`src/bfes_pkg.sv`:
```
// ============================================================================
// bfes_pkg
// Types and constants of the bitmap free extent scanner.
// ============================================================================
package bfes_pkg;

  localparam int BLOCK_BITS = 32;
  localparam int IDX_W      = BLOCK_BITS - 3;
  localparam int BLK_W      = 32;
  localparam int SIZE_W     = 21;
  localparam int PROD_W     = 53;
  localparam int OFS_W      = 52;
  localparam int MAX_EVT    = 6;
  localparam int EVT_IW     = 3;
  localparam int Q_DEPTH    = 4;
  localparam int Q_AW       = 2;

  localparam logic [SIZE_W-1:0] SIZE_RESET = SIZE_W'(4096);

  typedef enum logic {
    CFG_BLOCK_COUNT = 1'b0,
    CFG_BLOCK_SIZE  = 1'b1
  } cfg_idx_t;

  // run close or summary found while scanning one byte
  typedef struct packed {
    logic             summ;
    logic [BLK_W-1:0] start;
    logic [BLK_W-1:0] stop;
  } evt_t;

  // queue entry: start carries the free block total on a summary
  typedef struct packed {
    logic             summ;
    logic [BLK_W-1:0] start;
    logic [BLK_W-1:0] stop;
    logic [BLK_W-1:0] len;
    logic             last;
  } qent_t;

endpackage

```
`src/bfes_back.sv`:
```
// ============================================================================
// bfes_back
// Scales queued runs by the block size, keeps the unallocated offset and
// drives the result register.
// ============================================================================
module bfes_back import bfes_pkg::*; (
  input  logic              clk,
  input  logic              rst_n,
  input  logic [SIZE_W-1:0] block_size,
  input  logic              q_valid,
  input  qent_t             q_rdata,
  output logic              q_pop,
  output logic              out_valid,
  input  logic              out_ready,
  output logic              out_is_summary,
  output logic [BLK_W-1:0]  out_run_start_block,
  output logic [BLK_W-1:0]  out_run_end_block,
  output logic [PROD_W-1:0] out_volume_byte_offset,
  output logic [PROD_W-1:0] out_run_bytes,
  output logic [PROD_W-1:0] out_unalloc_offset,
  output logic [PROD_W-1:0] out_total_free_bytes,
  output logic              out_last_result
);

  logic              m_valid_r, o_valid_r;
  logic              m_summ_r, m_last_r;
  logic [BLK_W-1:0]  m_start_r, m_stop_r;
  logic [PROD_W-1:0] m_prod_a_r, m_prod_b_r;
  logic [OFS_W-1:0]  running_r, running_nxt;
  logic              m_adv;

  assign m_adv = m_valid_r && (!o_valid_r || out_ready);
  assign q_pop = q_valid && (!m_valid_r || m_adv);

  assign running_nxt = m_summ_r ? '0 : running_r + m_prod_b_r[OFS_W-1:0];

  always_ff @(posedge clk) begin
    if (!rst_n) begin
      m_valid_r <= 1'b0;
      o_valid_r <= 1'b0;
      running_r <= '0;
    end else begin
      if (q_pop) begin
        m_valid_r <= 1'b1;
      end else if (m_adv) begin
        m_valid_r <= 1'b0;
      end
      if (m_adv) begin
        o_valid_r <= 1'b1;
        running_r <= running_nxt;
      end else if (out_ready) begin
        o_valid_r <= 1'b0;
      end
    end
  end

  always_ff @(posedge clk) begin
    if (q_pop) begin
      m_summ_r   <= q_rdata.summ;
      m_last_r   <= q_rdata.last;
      m_start_r  <= q_rdata.start;
      m_stop_r   <= q_rdata.stop;
      m_prod_a_r <= PROD_W'(q_rdata.start) * PROD_W'(block_size);
      m_prod_b_r <= PROD_W'(q_rdata.len) * PROD_W'(block_size);
    end
    if (m_adv) begin
      out_is_summary         <= m_summ_r;
      out_last_result        <= m_last_r;
      out_run_start_block    <= m_summ_r ? '0 : m_start_r;
      out_run_end_block      <= m_summ_r ? '0 : m_stop_r;
      out_volume_byte_offset <= m_summ_r ? '0 : m_prod_a_r;
      out_run_bytes          <= m_summ_r ? '0 : m_prod_b_r;
      out_unalloc_offset     <= m_summ_r ? '0 : PROD_W'(running_r);
      out_total_free_bytes   <= m_summ_r ? m_prod_a_r : '0;
    end
  end

  assign out_valid = o_valid_r;

endmodule

```
`config.mk`:
```
export PLATFORM = sky130hd
export DESIGN_NAME = bfes_back
export DESIGN_NICKNAME = d
export VERILOG_FILES = /design/src/bfes_pkg.sv /design/src/bfes_back.sv
export SDC_FILE = /design/constraint.sdc
export NUM_CORES = 2
export LEC_CHECK = 0
export ABC_AREA = 1
export BUFFER_PORTS_ARGS = -buffer_cell sky130_fd_sc_hd__buf_4
export CORE_UTILIZATION = 36
export DETAILED_ROUTE_END_ITERATION = 6
export PLACE_DENSITY = 0.59
export SLEW_MARGIN = 25
export SYNTH_ARGS = -nofsm -noshare
export SYNTH_HDL_FRONTEND = slang
export SYNTH_SLANG_ARGS = --single-unit
```
`constraint.sdc`:
```
create_clock -name clk -period 8.86 [get_ports clk]
set_input_delay 1.772 -clock clk [delete_from_list [all_inputs] [get_ports clk]]
set_output_delay 1.772 -clock clk [all_outputs]
set_load 0.02 [all_outputs]
```
After elaboration in Yosys (flattened, before gate mapping)

Index checks and enable logic that the tools add are counted.

Bits in registers: 504
Memories kept: 0
Output and inout port bits: 280
Bits in latches: 0
Logic and storage cells: 34
Bits in writable memories: 0
ROM bits: 0
Input port bits: 123

Reduce and logical (&&, ||, !) cells: 8
$lt $le $gt $ge: 0
Add/sub/neg operators: 1
Mux-type cells: 5
Bitwise operators: 0
Divide/modulo/power cells: 0
Multiply operators: 2
Shift operators: 0
Equal/unequal tests: 0

Operators by type and width:

| cell                                           | count |
|---|---|
| 32-bit by 21-bit multiplier with 53-bit output | 2 |
| 52-bit adder                                   | 1 |
| 52-bit 2-to-1 mux                              | 1 |
| 1-bit 2-to-1 mux                               | 4 |
| 2-bit nonzero test                             | 2 |
| 1-bit logical AND                              | 2 |
| 1-bit logical NOT                              | 2 |
| 1-bit logical OR                               | 2 |

Logic depth before layout (Yosys ltp)

Word-level depth: 6
Mapped depth: 29
Depth with buffers taken out: 27

Worst setup path before layout

No wires, ideal clock.

Path kind: input to register
From: input out_ready
To: register out_is_summary, enable pin
Required time: 8.234 ns
Data arrival time: 7.589 ns
Cell stages on the path: 5
Slack: 0.645 ns
Buffers on the path: 1
Setup time: 0.626 ns
Cell sequence: inv_1 > nand2_1 > nand2_1 > clkbuf_1 > inv_1

Longest elaborated chain between the ends: 2

RTL lines:

| item                 | RTL line        | RTL |
|---|---|---|
| from (decl)          | bfes_back.sv:14 | `input logic out_ready,` |
| 1-bit logical OR     | bfes_back.sv:32 | `assign m_adv = m_valid_r && (!o_valid_r \|\| out_ready);` |
| 1-bit logical AND    | bfes_back.sv:32 |  |
| net m_adv            | bfes_back.sv:30 | `logic m_adv;` |
| to (signal assigned) | bfes_back.sv:67 | `out_is_summary <= m_summ_r;` |
| to (decl)            | bfes_back.sv:15 | `output logic out_is_summary,` |

The timed path passes the listed nets, and every way through them passes these cells.
A chain may end at the register's enable or synchronous reset.

Final worst setup path

From: input block_size[6]
To: register m_prod_a_r[38], data pin

Longest elaborated chain between the ends: 1

RTL lines:

| item                                           | RTL line        | RTL |
|---|---|---|
| from (decl)                                    | bfes_back.sv:9  | `input logic [SIZE_W-1:0] block_size,` |
| 32-bit by 21-bit multiplier with 53-bit output | bfes_back.sv:63 | `m_prod_a_r <= PROD_W'(q_rdata.start) * PROD_W'(block_size);` |
| to (signal assigned)                           | bfes_back.sv:63 |  |
| to (decl)                                      | bfes_back.sv:28 | `logic [PROD_W-1:0] m_prod_a_r, m_prod_b_r;` |

Every way passes these cells.

==> reports/summary.md <==
## Outcome
- result of the run: complete, but fails checks
- failing checks: design-rule violations

## Synthesis
- synthesized cell area: 0.0679 mm^2
- count of state elements after synthesis: 503
- Mean Syn Cell Area: 8.12 um^2
- Synth Flop Type: edfxtp_1
- Synth async-reset ratio: 0
- synthesized instance count: 8363
- EDFF count, synth: 449
- syn_nets: 9998
- YS warnings: 0
- share of synthesized area occupied by flip-flops and latches: 0.215
- Distinct cells, synth: 52

## Worst setup path
- RR Endpoint: m_prod_a_r[49]
- origin of the critical flop-to-flop path: m_valid_r
- FF-to-FF setup slack: 5.97 ns
- element type at the critical path start: input pin
- critical path endpoint category: flop
- Critical Path Fanout Max: 56
- worst endpoint required time: 9.28 ns
- worst r2r path cells: 5
- critical setup path kind: in2reg
- data arrival time of the critical path: 8.39 ns

## GRT
- overall overflow remaining after global route: 0
- number of global-route vias before repair: 56141
- All-Layer GR Usage: 0.217
- initial antenna violation count: 7
- global-route wire length before repair: 321000 um
- largest net degree at the start of global routing: 166

## Clock tree
- clock latency on the worst-skew pair: 0.71 ns
- total CTS buffers: 61
- root buffer cell: clkbuf_16
- clock tree from TritonCTS: built
- number of cells upsized or downsized after cts: 0
- setup fix buffers added after clock tree synthesis: 0
- number of clock sinks: 503
- clock-pin slew on the worst setup and hold paths: 0.06 ns
- number of buffers on the longest clock path: 3
- count of hold buffers inserted by post-cts repair: 0
- maximum level of the CTS H-tree: 2

## Die
- total I/O pin count: 403
- initial standard-cell utilization of the core: 0.362
- core region area: 0.188 mm^2
- horizontal die dimension: 436 um
- y dimension of the die: 436 um
- number of placement rows: 159
- area enclosed by the die boundary: 0.190 mm^2

## Timing
- post-layout minimum cycle time: 7.98 ns
- unrepaired setup endpoints after global routing: no
- Slew Viols, Final: 0
- Final Skew: 0.0568 ns
- number of endpoints failing setup at the final stage: 0
- worst rel slew slack: 0.249
- highest attainable clock frequency: 0.125 GHz
- aggregate negative setup slack: 0 ns
- final number of hold-violating endpoints: 0
- transition time at the pin with the least slew margin: 1.13 ns
- crit share post-route: 0.900
- smallest hold slack: 0.423 ns

## Finish
- count of fill cells added during filler insertion: 19067
- fraction of final layout cells with drive strength greater than 1: 0.0817
- Final #Nets: 10190
- Area growth, synth to finish: 11.0%
- final std cell area, no fill: 0.0753 mm^2

## Routing
- Remaining DRCs: 1
- mean routed wirelength per cell: 18.3 um
- wire length on met1: 83200 um
- number of vias in the routed layout: 51941
- starting DRC count in detailed routing: 3365
- met2 routed WL: 103000 um
- sum of met3 wire segment lengths after detailed routing: 10200 um
- highest routed metal layer: met4
- DR vias/cell: 4.68
- Detail Route Antenna Nets: 0
- wire length reported by the detailed router: 203000 um
- number of detailed-route iterations in the first pass: 7

## Min path
- count of cells along the worst hold path: 0
- end point of the most critical hold path: out_last_result
- startpoint of the most critical hold path: m_last_r
- class of the worst hold path: reg2reg

## Placement
- Port Buf Inserts: 401
- instance area after placement: 0.0733 mm^2
- sum of net half-perimeters after detailed placement: 159000 um
- Final Wtd Congestion: 0.908

## Run
- number of max-cap violations: 0

## sequential cells by signal (all words and copies together), names as in the netlist
signal / cells
m_prod_a_r: 53
m_prod_b_r: 53
out_last_result: 1
m_last_r: 1
out_unalloc_offset: 52
out_valid: 1
m_stop_r: 32
out_run_bytes: 53
m_valid_r: 1
out_volume_byte_offset: 53
out_run_start_block: 32
out_is_summary: 1
m_start_r: 32
m_summ_r: 1
running_r: 52
out_run_end_block: 32
out_total_free_bytes: 53
## placed cells by master, fill, tap and decap left out, types with 18 or more instances in the layout
| cell type | n |
|---|---|
| inv_1 | 2584 |
| nand2_1 | 2093 |
| fa_1 | 1135 |
| nor2_1 | 473 |
| edfxtp_1 | 449 |
| buf_4 | 441 |
| ha_1 | 377 |
| a21oi_1 | 235 |
| nand3_1 | 137 |
| o21ai_0 | 85 |
| clkbuf_16 | 62 |
| xor2_1 | 60 |
| dfxtp_1 | 54 |
| nor2_2 | 38 |
| nand2_2 | 37 |
| xnor2_1 | 30 |
| inv_2 | 29 |
| a31oi_1 | 25 |
| nand4_1 | 24 |
| o21ai_1 | 21 |
| a21o_1 | 18 |
## stage by stage
stage | util | setup WS (ns) | std cells
floorplan | - | 0.645 | 8363
global placement | 0.391 | 0.257 | 10987
finish | 0.402 | 0.883 | 11105
detailed placement | 0.391 | 0.263 | 10987
CTS | 0.402 | 1.01 | 11097
global route | 0.402 | 0.688 | 11103
## kinds of logic (layout without fill, tap and decap cells)
kind of cell    count (synthesis)  count (layout)  synth area share
buf+inv                      2937            3176             0.163
other cells                     1               9         0.0000552
compound gates                441             441            0.0365
xor+xnor                       90              90            0.0116
flops                         503             503             0.215
fa+ha+maj                    1512            1512             0.404
simple gates                 2879            2879             0.171
## area by class of cell
class | instances | area [um^2] | share of cell area
multi-input combinational | 4923 | 42300 | 0.561
timing repair buffer | 451 | 3510 | 0.0466
inverter | 2615 | 9830 | 0.130
tap | 2495 | 3120 | 0.0414
clock inverter | 35 | 364 | 0.00483
antenna | 8 | 20.0 | 0.000266
clock buffer | 75 | 1630 | 0.0216
sequential | 503 | 14600 | 0.193
## worst max-delay path, cell delays in order
cell and delay, ns:
buf_4 0.64, nand2_1 0.19, fa_1 0.56, fa_1 0.49
fa_1 0.55, inv_1 0.05, fa_1 0.58, fa_1 0.44
fa_1 0.49, inv_1 0.05, fa_1 0.59, inv_1 0.07
ha_1 0.36, a21oi_1 0.32, o21ai_0 0.26, a21oi_1 0.21
nor2_1 0.06, nor2_1 0.12, nand3_1 0.25, xor2_1 0.24
## how the worst max path moves through the flow
stage | slack, ns | from | endpoint | depth (start not counted)
finish | 0.88 | block_size[6] | m_prod_a_r[38] | 20
CTS | 1.01 | block_size[6] | m_prod_b_r[47] | 22
global placement | 0.26 | block_size[8] | m_prod_b_r[47] | 23
floorplan | 0.64 | out_ready | out_is_summary | 5
detailed placement | 0.26 | block_size[6] | m_prod_b_r[47] | 22
global route | 0.69 | block_size[6] | m_prod_b_r[47] | 22
## cell usage after synthesis, types with 2 or more instances
master,n,area share
a211oi_1,3,0.00033
a21boi_0,3,0.00033
a21o_1,18,0.0020
a21oi_1,235,0.017
a21oi_2,5,0.00064
a21oi_4,3,0.00072
a31oi_1,25,0.0023
and2_1,6,0.00055
and3_1,5,0.00046
buf_1,52,0.0029
buf_2,5,0.00037
clkbuf_1,264,0.015
dfxtp_1,54,0.016
edfxtp_1,449,0.20
fa_1,1135,0.33
ha_1,377,0.069
inv_1,2586,0.14
inv_2,29,0.0016
nand2_1,2094,0.12
nand2_2,36,0.0033
nand3_1,137,0.010
nand3_2,6,0.00088
nand3b_1,8,0.00088
nand4_1,24,0.0022
nor2_1,474,0.026
nor2_2,37,0.0034
nor2_4,9,0.0015
nor3_1,15,0.0011
nor3_2,12,0.0018
nor4_1,3,0.00028
nor4_2,3,0.00055
nor4_4,2,0.00063
o211ai_1,2,0.00022
o211ai_2,3,0.00055
o21a_1,15,0.0017
o21ai_0,85,0.0063
o21ai_1,21,0.0015
o21ai_2,5,0.00064
o21bai_1,14,0.0015
o311ai_0,2,0.00026
or2_2,3,0.00028
xnor2_1,30,0.0039
xor2_1,60,0.0077
## metal layers
layer	track usage	up-vias
met3	0.0242	360
met1	0.270	25789
li1	-	24262
met4	0.0739	0
met5	0	-
met2	0.389	1530
Power is not shown: default switching activity piles up to over one toggle a cycle in this logic, so the estimate is an artifact.
