===== config.mk =====
export PLATFORM = sky130hd
export DESIGN_NAME = bfes_queue
export DESIGN_NICKNAME = d
export VERILOG_FILES = /design/src/bfes_pkg.sv /design/src/bfes_queue.sv
export SDC_FILE = /design/constraint.sdc
export NUM_CORES = 1
export LEC_CHECK = 0
export BUFFER_PORTS_ARGS = -buffer_cell sky130_fd_sc_hd__buf_2
export CORE_MARGIN = 2
export CORE_UTILIZATION = 51
export CTS_CLUSTER_SIZE = 28
export DETAILED_ROUTE_END_ITERATION = 8
export HOLD_SLACK_MARGIN = 0.05
export PLACE_DENSITY = 0.75
export SETUP_SLACK_MARGIN = 0.15
export SLEW_MARGIN = 40
export SYNTH_ARGS = -nofsm -noshare
export SYNTH_HDL_FRONTEND = slang
export SYNTH_SLANG_ARGS = --single-unit

===== constraint.sdc =====
create_clock -name clk -period 3.4 [get_ports clk]
set_clock_uncertainty 0.15 [all_clocks]
set_input_delay 0.34 -clock clk [delete_from_list [all_inputs] [get_ports clk]]
set_output_delay 0.34 -clock clk [all_outputs]
set_load 0.03 [all_outputs]

===== src/bfes_pkg.sv =====
// ============================================================================
// bfes_pkg
// Types and constants of the bitmap free extent scanner.
// ============================================================================
package bfes_pkg;

  localparam int BLOCK_BITS = 32;
  localparam int IDX_W      = BLOCK_BITS - 3;
  localparam int BLK_W      = 32;
  localparam int SIZE_W     = 21;
  localparam int PROD_W     = 53;
  localparam int OFS_W      = 52;
  localparam int MAX_EVT    = 6;
  localparam int EVT_IW     = 3;
  localparam int Q_DEPTH    = 4;
  localparam int Q_AW       = 2;

  localparam logic [SIZE_W-1:0] SIZE_RESET = SIZE_W'(4096);

  typedef enum logic {
    CFG_BLOCK_COUNT = 1'b0,
    CFG_BLOCK_SIZE  = 1'b1
  } cfg_idx_t;

  // run close or summary found while scanning one byte
  typedef struct packed {
    logic             summ;
    logic [BLK_W-1:0] start;
    logic [BLK_W-1:0] stop;
  } evt_t;

  // queue entry: start carries the free block total on a summary
  typedef struct packed {
    logic             summ;
    logic [BLK_W-1:0] start;
    logic [BLK_W-1:0] stop;
    logic [BLK_W-1:0] len;
    logic             last;
  } qent_t;

endpackage


===== src/bfes_queue.sv =====
// ============================================================================
// bfes_queue
// Short register queue between the front and back parts.
// ============================================================================
module bfes_queue import bfes_pkg::*; (
  input  logic  clk,
  input  logic  rst_n,
  input  logic  push,
  input  qent_t wdata,
  output logic  full,
  input  logic  pop,
  output logic  rvalid,
  output qent_t rdata
);

  qent_t           mem_r [Q_DEPTH];
  logic [Q_AW-1:0] wr_r, rd_r;
  logic [Q_AW:0]   cnt_r;
  logic            do_push, do_pop;

  assign full    = (cnt_r == (Q_AW+1)'(Q_DEPTH));
  assign rvalid  = (cnt_r != '0);
  assign rdata   = mem_r[rd_r];
  assign do_push = push && !full;
  assign do_pop  = pop && rvalid;

  always_ff @(posedge clk) begin
    if (!rst_n) begin
      wr_r  <= '0;
      rd_r  <= '0;
      cnt_r <= '0;
    end else begin
      if (do_push) begin
        wr_r <= wr_r + 1'b1;
      end
      if (do_pop) begin
        rd_r <= rd_r + 1'b1;
      end
      unique case ({do_push, do_pop})
        2'b10:   cnt_r <= cnt_r + 1'b1;
        2'b01:   cnt_r <= cnt_r - 1'b1;
        default: cnt_r <= cnt_r;
      endcase
    end
  end

  always_ff @(posedge clk) begin
    if (do_push) begin
      mem_r[wr_r] <= wdata;
    end
  end

endmodule


# Word-level counts from Yosys, hierarchy flattened
# Memory sizes are Yosys's and may differ from the RTL's. A register that Yosys moved wholly into a read port is not among the register bits.
# Cells that the tools add are included.
# totals
ff_bits	7
ramBits	392
inputBits	102
output_inout_bits	100
elab_cells	21
n_memories	1
# op_classes
n_addsub	4
eq_ne	3
muxes	5
reduce_logical	5
# mem_list
name	depth	width	read_ports	rd_clocked_by_memory_dff	write_ports	line_no	source
mem_r	4	98	1	1	1	bfes_queue.sv:16	qent_t mem_r [Q_DEPTH];
# ops
operator	count
3-bit case mux with 2 select lines	1
2-bit by 1-bit adder with 2-bit output (second input constant)	2
2-bit 2-to-1 mux	2
3-bit by 1-bit adder with 3-bit output (second input constant)	1
3-bit == test (second input constant)	1
3-bit nonzero test	1
3-bit by 1-bit subtractor with 3-bit output (second input constant)	1
2-bit by 1-bit == test with 1-bit output (second input constant)	1
2-bit == test (second input constant)	1
1-bit logical AND	2
1-bit 2-to-1 mux	2
2-bit nonzero test	1
1-bit logical NOT	1

# Logic depth before layout (Yosys ltp)
# Gate-level depths: netlist of the first run.
# depth
word_depth	5
mapped_depth	10
depth_no_buf	9

# Worst setup path before layout of the first run
# No wires, ideal clock.
# synth_timing
path_kind	register to register
from	reg cnt_r[2]
to	mem mem_r[2][0] in the netlist's numbering, enable pin
setup_ns	0.468
arrival_ns	3.236
required_ns	2.782
setup_slack_ns	-0.454
path_stages_with_launch	5
n_path_buf	1
period_less_slack_ns	3.854
path_cell_list	dfxtp_1 -> nor3b_1 -> nor2b_1 -> clkbuf_1 -> and2_1
# synth_via
elab_chain_len	5
# synth_lines
item	line_no	source
start, declared	bfes_queue.sv:18	logic [Q_AW:0] cnt_r;
start signal, assigned	bfes_queue.sv:40	2'b10: cnt_r <= cnt_r + 1'b1;
start signal, assigned	bfes_queue.sv:41	2'b01: cnt_r <= cnt_r - 1'b1;
start signal, assigned	bfes_queue.sv:42	default: cnt_r <= cnt_r;
3-bit == test	bfes_queue.sv:21	assign full = (cnt_r == (Q_AW+1)'(Q_DEPTH));
via full	bfes_queue.sv:10	output logic full,
1-bit logical NOT	bfes_queue.sv:24	assign do_push = push && !full;
1-bit logical AND	bfes_queue.sv:24	
1-bit 2-to-1 mux	bfes_queue.sv:48	if (do_push) begin
1-bit 2-to-1 mux (not written as such)	bfes_queue.sv:49	mem_r[wr_r] <= wdata;
end, declared	bfes_queue.sv:16	
# The timed path passes the listed nets, and every way through them passes these cells.

==> flow_metrics.py, run 1 <==
metrics = {
    "timing": {
        "setup_total_negative_slack_ns": 0,
        "rsz0062_at_grt": "no",
        "slew_violations": 0,
        "fin_crit_sh": 0.8534,
        "post-route-min-period_ns": 2.902,
        "fmaxAchievable_mhz": 344.6,
        "relSlewSlack": 0.5182,
        "timing.final.setup_violations": 0,
        "tightest_pin_transition_ns": 0.7228,
        "final.hold.worst_slack_ns": 0.1855,
        "timing_hold_violations_final": 0,
    },
    "finish": {
        "final_cell_mix": "sky130_fd_sc_hd__edfxtp_1, sky130_fd_sc_hd__buf_2, sky130_fd_sc_hd__dlygate4sd3_1, sky130_fd_sc_hd__mux4_2, sky130_fd_sc_hd__clkbuf_16",
        "layout.cell_area.non_filler_um2": 18400,
        "layout-drive-gt1-share": 0.4144,
        "regArea_um2": 11960,
        "design.final.nets": 1008,
        "layout.cells.most_common": "sky130_fd_sc_hd__edfxtp_1",
        "area_growth_syn_to_layout_pct": 26.03,
        "final.fill_count": 1824,
        "multi_input_gate_area_um2": 2491,
    },
    "power_and_ir_drop": {
        "vdd_drop_max_uv": 483.5,
        "sw_share": 0.3035,
        "cell_internal_power_mw": 9.894,
        "design_power_total_mw": 14.21,
        "power.clock.fraction": 0.291,
        "power_switching_mw": 4.312,
        "leakage_nw": 6.256,
        "power-per-cell-area_nw_per_um2": 772.0,
        "p_seq_frac": 0.436,
        "pwr-share-comb": 0.272,
    },
    "global_route": {
        "grt_util_all_layers": 0.1952,
        "global_route_wire_length_before_repair_mm": 44.45,
        "antenna_found_initial": 1,
        "grt_start_max_net_pins": 46,
        "via_count_of_the_first_global_routing_pass": 7742,
        "grt_remaining_overflow": 0,
    },
    "yosys": {
        "arithmetic_cell_share_of_the_synthesized_area_counting_full_adders_half_adders_and_majority_gates": 0.005656,
        "synth-simple-area-share": 0.006941,
        "ys_ff_latch": 401,
        "synth_cells": 564,
        "yosys.cell_types.count": 22,
        "synthesis.nets": 672,
        "main_combinational_cell_family_by_area_after_synthesis": "multiplexers",
        "synthesis.area_per_instance_um2": 25.89,
        "synthXorXnorAreaFrac": 0.002400,
        "synth-seq-area-share": 0.8186,
        "yosys_warnings": 0,
        "portion_of_netlist_area_occupied_by_mux_cells": 0.1525,
        "summed_instance_area_of_the_synthesized_netlist_um2": 14600,
        "synth-compound-area-share": 0.002400,
    },
    "worst_setup_path": {
        "number_of_stages_on_the_worst_setup_path": 3,
        "critPathKind": "reg2out",
        "critical_path.max_stage_delay_ns": 0.68,
        "critical_path.endpoint_type": "output port",
        "slowest_stage": "sky130_fd_sc_hd__dfxtp_4",
        "r2r-start": "cnt_r[0]$_SDFFE_PN0P_",
        "path_cells": "buf_12 > mux4_2 > buf_2",
        "critical_path_start_type": "register",
        "worst-path-max-fanout": 40,
        "timing.critical_path.arrival_ns": 2.41,
        "timing.reg2reg.setup_slack_ns": 0.81,
        "crit_required_ns": 2.91,
        "critical_path.top_delay_family": "flip-flops",
        "worst_r2r_endpoint": "mem_r[0][28]$_DFFE_PP_",
        "reg2regPathDepth": 4,
        "worstSetupEndpoint": "rdata[3]",
        "cp.buffers_inverters": 2,
    },
    "detailed_routing": {
        "drt-total-wl_mm": 28.92,
        "wl_per_cell_um": 22.11,
        "via_count": 7173,
        "starting_drt_drc_count": 627,
        "viasPerCell": 5.484,
        "detail-route-antenna-nets": 0,
        "drc": 0,
        "drt_pass1_iterations": 4,
    },
    "die": {
        "floorplan.die.width_um": 173.2,
        "initial_utilization": 0.5212,
        "rows": 61,
        "chipHeight_um": 173.2,
        "pin_count": 202,
        "coreArea_um2": 28010,
        "die_area_um2": 30000,
    },
    "clock_tree": {
        "clock_sink_count": 401,
        "cts.htree.levels": 2,
        "tritoncts": "yes",
        "clk_root_buffer_cell": "sky130_fd_sc_hd__clkbuf_16",
        "cts-buffers-inserted": 39,
        "clk-insertion-delay-late_ns": 0.51,
        "clkSlewWorstSetupHoldPaths_ns": 0.06,
        "cts-root-to-sink-buffers": 3,
        "post-cts-setup-buffers": 0,
    },
    "job": {
        "drv_cap": 0,
    },
    "worst_hold_path": {
        "hold_startpoint": "pop",
        "hold_path.class": "in2reg",
    },
    "placement": {
        "dpl.hpwl_mm": 18.09,
        "place_congestion": 0.7393,
        "dpl-instance-area_um2": 16170,
        "numPortBuffers": 201,
    },
    "outcome": {
        "run_status": "completed",
    },
}
==> registers in the layout, indices dropped and copies added (netlist names), named ones only <==
name,cells
cnt_r,3
mem_r,392
wr_r,2
rd_r,2
==> kinds of logic after synthesis <==
group | count (synthesis)
multiplexers | 100
AO/OA/AOI/OAI | 5
buffers and inverters | 30
flip-flops | 401
adder cells (fa/ha/maj) | 6
AND/OR/NAND/NOR | 18
XOR/XNOR | 4
==> routing by layer <==
metal	global-route usage	vias up	wire length (µm)
met4	0.07097	0	867
met2	0.3228	267	14430
met1	0.2569	3756	11670
li1	-	3095	-
met3	0.04529	55	1945
met5	0	-	0
==> per-stage QoR <==
stage,setup WS (ns),util,cells
after floorplan,0.5099,-,564
after detailed placement,0.8368,0.5773,1138
after global routing,0.3187,0.6568,1307
after global placement,0.9630,0.5773,1138
final,0.4985,0.6569,1308
after CTS,0.4328,0.6568,1307
==> power groups by stage <==
stage | clock [mW] | sequential, mW | combinational, mW
after floorplan | 0 | 6.15 | 2.85
after global placement | 0 | 6.27 | 3.77
after detailed placement | 0 | 6.31 | 3.81
after CTS | 4.22 | 6.21 | 3.92
after global routing | 4.42 | 6.26 | 4.08
final | 4.14 | 6.20 | 3.87
==> synthesized netlist by cell type (all sizes together) <==
| library cell | count | area share |
|---|---|---|
| a21boi | 1 | 0.00051 |
| and2 | 7 | 0.0030 |
| buf | 15 | 0.0076 |
| clkbuf | 9 | 0.0023 |
| dfxtp | 9 | 0.012 |
| edfxtp | 392 | 0.81 |
| fa | 1 | 0.0014 |
| ha | 5 | 0.0043 |
| inv | 6 | 0.0015 |
| mux2i | 2 | 0.0014 |
| mux4 | 98 | 0.15 |
| nand2 | 5 | 0.0013 |
| nor2b | 3 | 0.0013 |
| nor3b | 1 | 0.00051 |
| o21ai | 2 | 0.00069 |
| o311ai | 1 | 0.00060 |
| o31a | 1 | 0.00060 |
| or3 | 2 | 0.00086 |
| xnor2 | 3 | 0.0018 |
| xor2 | 1 | 0.00060 |
==> area by class of cell <==
type	count	area share
repair buffers	319	0.1204
multi-input cells	133	0.1354
flip-flops and latches	401	0.6499
clock inverters	27	0.01340
well taps	378	0.02570
inverters	6	0.001224
clock buffers	43	0.05386
diodes	1	0.0001360
==> how the worst min path moves through the flow <==
stage	to	slack, ns	cells after the start
after floorplan	mem_r[0][0]$_DFFE_PP_	0.29	0
after global placement	wr_r[1]$_SDFFE_PN0P_	0.33	2
after detailed placement	wr_r[0]$_SDFFE_PN0P_	0.36	2
after CTS	rd_r[0]$_SDFFE_PN0P_	0.16	4
after global routing	wr_r[0]$_SDFFE_PN0P_	0.20	3
final	register	0.19	4
==> tightest hold or removal path: stages <==
cell and delay [ns]:
sky130_fd_sc_hd__buf_2 0.11, sky130_fd_sc_hd__o311ai_0 0.12, sky130_fd_sc_hd__xnor2_1 0.07, sky130_fd_sc_hd__and2_1 0.16
==> timing repair <==
action                    4_1_cts  5_1_grt
hold endpoints to repair      401        0
hold buffers                   99        0
gates resized for setup         0        0
No activity file was read; power rests on OpenSTA's default activity.
==> inputs of run 2 (changes only) <==
--- a/config.mk
+++ b/config.mk
@@ -6,12 +6,14 @@
 export NUM_CORES = 1
 export LEC_CHECK = 0
 export BUFFER_PORTS_ARGS = -buffer_cell sky130_fd_sc_hd__buf_2
+export CELL_PAD_IN_SITES_DETAIL_PLACEMENT = 1
+export CELL_PAD_IN_SITES_GLOBAL_PLACEMENT = 1
 export CORE_MARGIN = 2
-export CORE_UTILIZATION = 51
+export CORE_UTILIZATION = 45
 export CTS_CLUSTER_SIZE = 28
 export DETAILED_ROUTE_END_ITERATION = 8
 export HOLD_SLACK_MARGIN = 0.05
-export PLACE_DENSITY = 0.75
+export PLACE_DENSITY_LB_ADDON = 0.1
 export SETUP_SLACK_MARGIN = 0.15
 export SLEW_MARGIN = 40
 export SYNTH_ARGS = -nofsm -noshare
==> flow_metrics.py, run 2 (synthesis gave the netlist of run 1 again) <==
metrics = {
    "outcome": {
        "run_status": "completed",
    },
    "worst_setup_path": {
        "path_cells": "buf_4 > mux4_2 > buf_2",
        "slowest_stage": "sky130_fd_sc_hd__dfxtp_4",
        "worst-path-max-fanout": 26,
        "critical_path_start_type": "register",
        "critical_path.endpoint_type": "output port",
        "crit_required_ns": 2.91,
        "cp.buffers_inverters": 2,
        "critical_path.top_delay_family": "flip-flops",
        "timing.critical_path.arrival_ns": 2.43,
        "critPathKind": "reg2out",
        "critical_path.max_stage_delay_ns": 0.72,
    },
    "power_and_ir_drop": {
        "vdd_drop_max_uv": 492.2,
        "leakage_nw": 6.309,
        "power-per-cell-area_nw_per_um2": 786.8,
        "design_power_total_mw": 14.62,
    },
    "die": {
        "coreArea_um2": 31720,
        "floorplan.die.width_um": 184.1,
        "die_area_um2": 33900,
        "chipHeight_um": 184.1,
        "initial_utilization": 0.4603,
        "pin_count": 202,
        "rows": 65,
    },
    "finish": {
        "registers.top_by_ff_count": "mem_r",
        "insertedDiodeCount": 0,
        "layout.cells.most_common": "sky130_fd_sc_hd__edfxtp_1",
        "largest_reg_flops": 392,
        "design.final.nets": 1011,
        "area_growth_syn_to_layout_pct": 27.24,
        "layout-drive-gt1-share": 0.4034,
        "layout.cell_area.non_filler_um2": 18580,
        "finish.utilization": 0.5857,
        "largest_registers_ranked_by_flip_flop_count": "mem_r x392, cnt_r x3",
        "final_cell_mix": "sky130_fd_sc_hd__edfxtp_1, sky130_fd_sc_hd__buf_2, sky130_fd_sc_hd__dlygate4sd3_1, sky130_fd_sc_hd__mux4_2, sky130_fd_sc_hd__clkbuf_16",
    },
    "placement": {
        "dpl-instance-area_um2": 16220,
        "dpl.hpwl_mm": 18.90,
        "numPortBuffers": 201,
        "place_congestion": 0.7379,
    },
    "clock_tree": {
        "clock_sink_count": 401,
        "clkSlewWorstSetupHoldPaths_ns": 0.06,
        "tritoncts": "yes",
        "cts-buffers-inserted": 43,
        "cts-root-to-sink-buffers": 3,
        "post-cts-setup-buffers": 0,
        "clk-insertion-delay-late_ns": 0.52,
        "clk_root_buffer_cell": "sky130_fd_sc_hd__clkbuf_16",
        "cts.htree.levels": 2,
    },
    "timing": {
        "setup_total_negative_slack_ns": 0,
        "final.hold.worst_slack_ns": 0.1719,
        "fmaxAchievable_mhz": 342.3,
        "timing.final.setup_violations": 0,
        "tightest_pin_transition_ns": 0.5861,
        "rsz0062_at_grt": "no",
        "relSlewSlack": 0.6085,
        "timing_hold_violations_final": 0,
        "post-route-min-period_ns": 2.921,
        "slew_violations": 0,
        "fin_crit_sh": 0.8591,
    },
    "detailed_routing": {
        "starting_drt_drc_count": 354,
        "drt_pass1_iterations": 4,
        "detail-route-antenna-nets": 0,
        "wl_per_cell_um": 23.22,
        "drt-total-wl_mm": 31.09,
        "viasPerCell": 5.287,
        "drc": 0,
        "via_count": 7079,
    },
    "global_route": {
        "via_count_of_the_first_global_routing_pass": 8118,
        "grt_start_max_net_pins": 53,
        "grt_remaining_overflow": 0,
        "antenna_found_initial": 0,
        "grt_util_all_layers": 0.1875,
        "global_route_wire_length_before_repair_mm": 47.72,
    },
    "job": {
        "drv_cap": 0,
    },
    "worst_hold_path": {
        "hold_path.class": "in2reg",
    },
}
run 2: power breakdown:
| group | switching [mW] | internal [mW] | leakage, nW |
|---|---|---|---|
| Clock | 1.78 | 2.71 | 0.668 |
| Sequential | 0.237 | 5.96 | 3.67 |
| Combinational | 2.38 | 1.54 | 1.97 |
| Total | 4.40 | 10.2 | 6.31 |
run 2: final timing paths:
check                              from                     end  slack, ns  depth (start not counted)
hold / removal                      pop    rd_r[0]$_SDFFE_PN0P_       0.17                          4
setup reg to reg  cnt_r[0]$_SDFFE_PN0P_  mem_r[0][76]$_DFFE_PP_       0.91                          4
hold reg to reg    wr_r[0]$_SDFFE_PN0P_    wr_r[0]$_SDFFE_PN0P_       0.36                          2
setup / recovery               register               rdata[54]       0.48                          3
run 2: final cells by class:
cell class / count / area (µm²)
clock buffer: 55 / 1164
clock inverter: 24 / 206.4
fill: 2711 / 13140
inverter: 6 / 22.52
multi-input combinational: 133 / 2491
sequential: 401 / 11960
tap: 402 / 503.0
timing repair buffer: 318 / 2232
run 2: worst register-to-register path: stages (launching register included):
cell	delay (ns)
sky130_fd_sc_hd__dfxtp_1	0.42
sky130_fd_sc_hd__nor3b_1	0.09
sky130_fd_sc_hd__nor2b_1	0.48
sky130_fd_sc_hd__and2_4	0.49
sky130_fd_sc_hd__buf_4	0.49
run 2: timing repair:
action / in CTS / in global routing
hold buffers: 99 / 0
gates resized for setup: 0 / 0
endpoints found under the hold margin: 401 / 0
run 2: routing by layer:
metal  routed length, µm  global-route usage  part of all wire
met5                   0                   0                 0
met4                 657             0.05152             0.021
met3                1608             0.04485             0.052
met2               16400              0.3384              0.53
met1               12420              0.2256              0.40
run 2: stage by stage:
| stage | worst slack (ns) | cells |
|---|---|---|
| floorplan | 0.5099 | 564 |
| global placement | 0.9770 | 1161 |
| global route | 0.3044 | 1339 |
| CTS | 0.3724 | 1339 |
| finish | 0.4790 | 1339 |
| detailed placement | 0.8900 | 1161 |
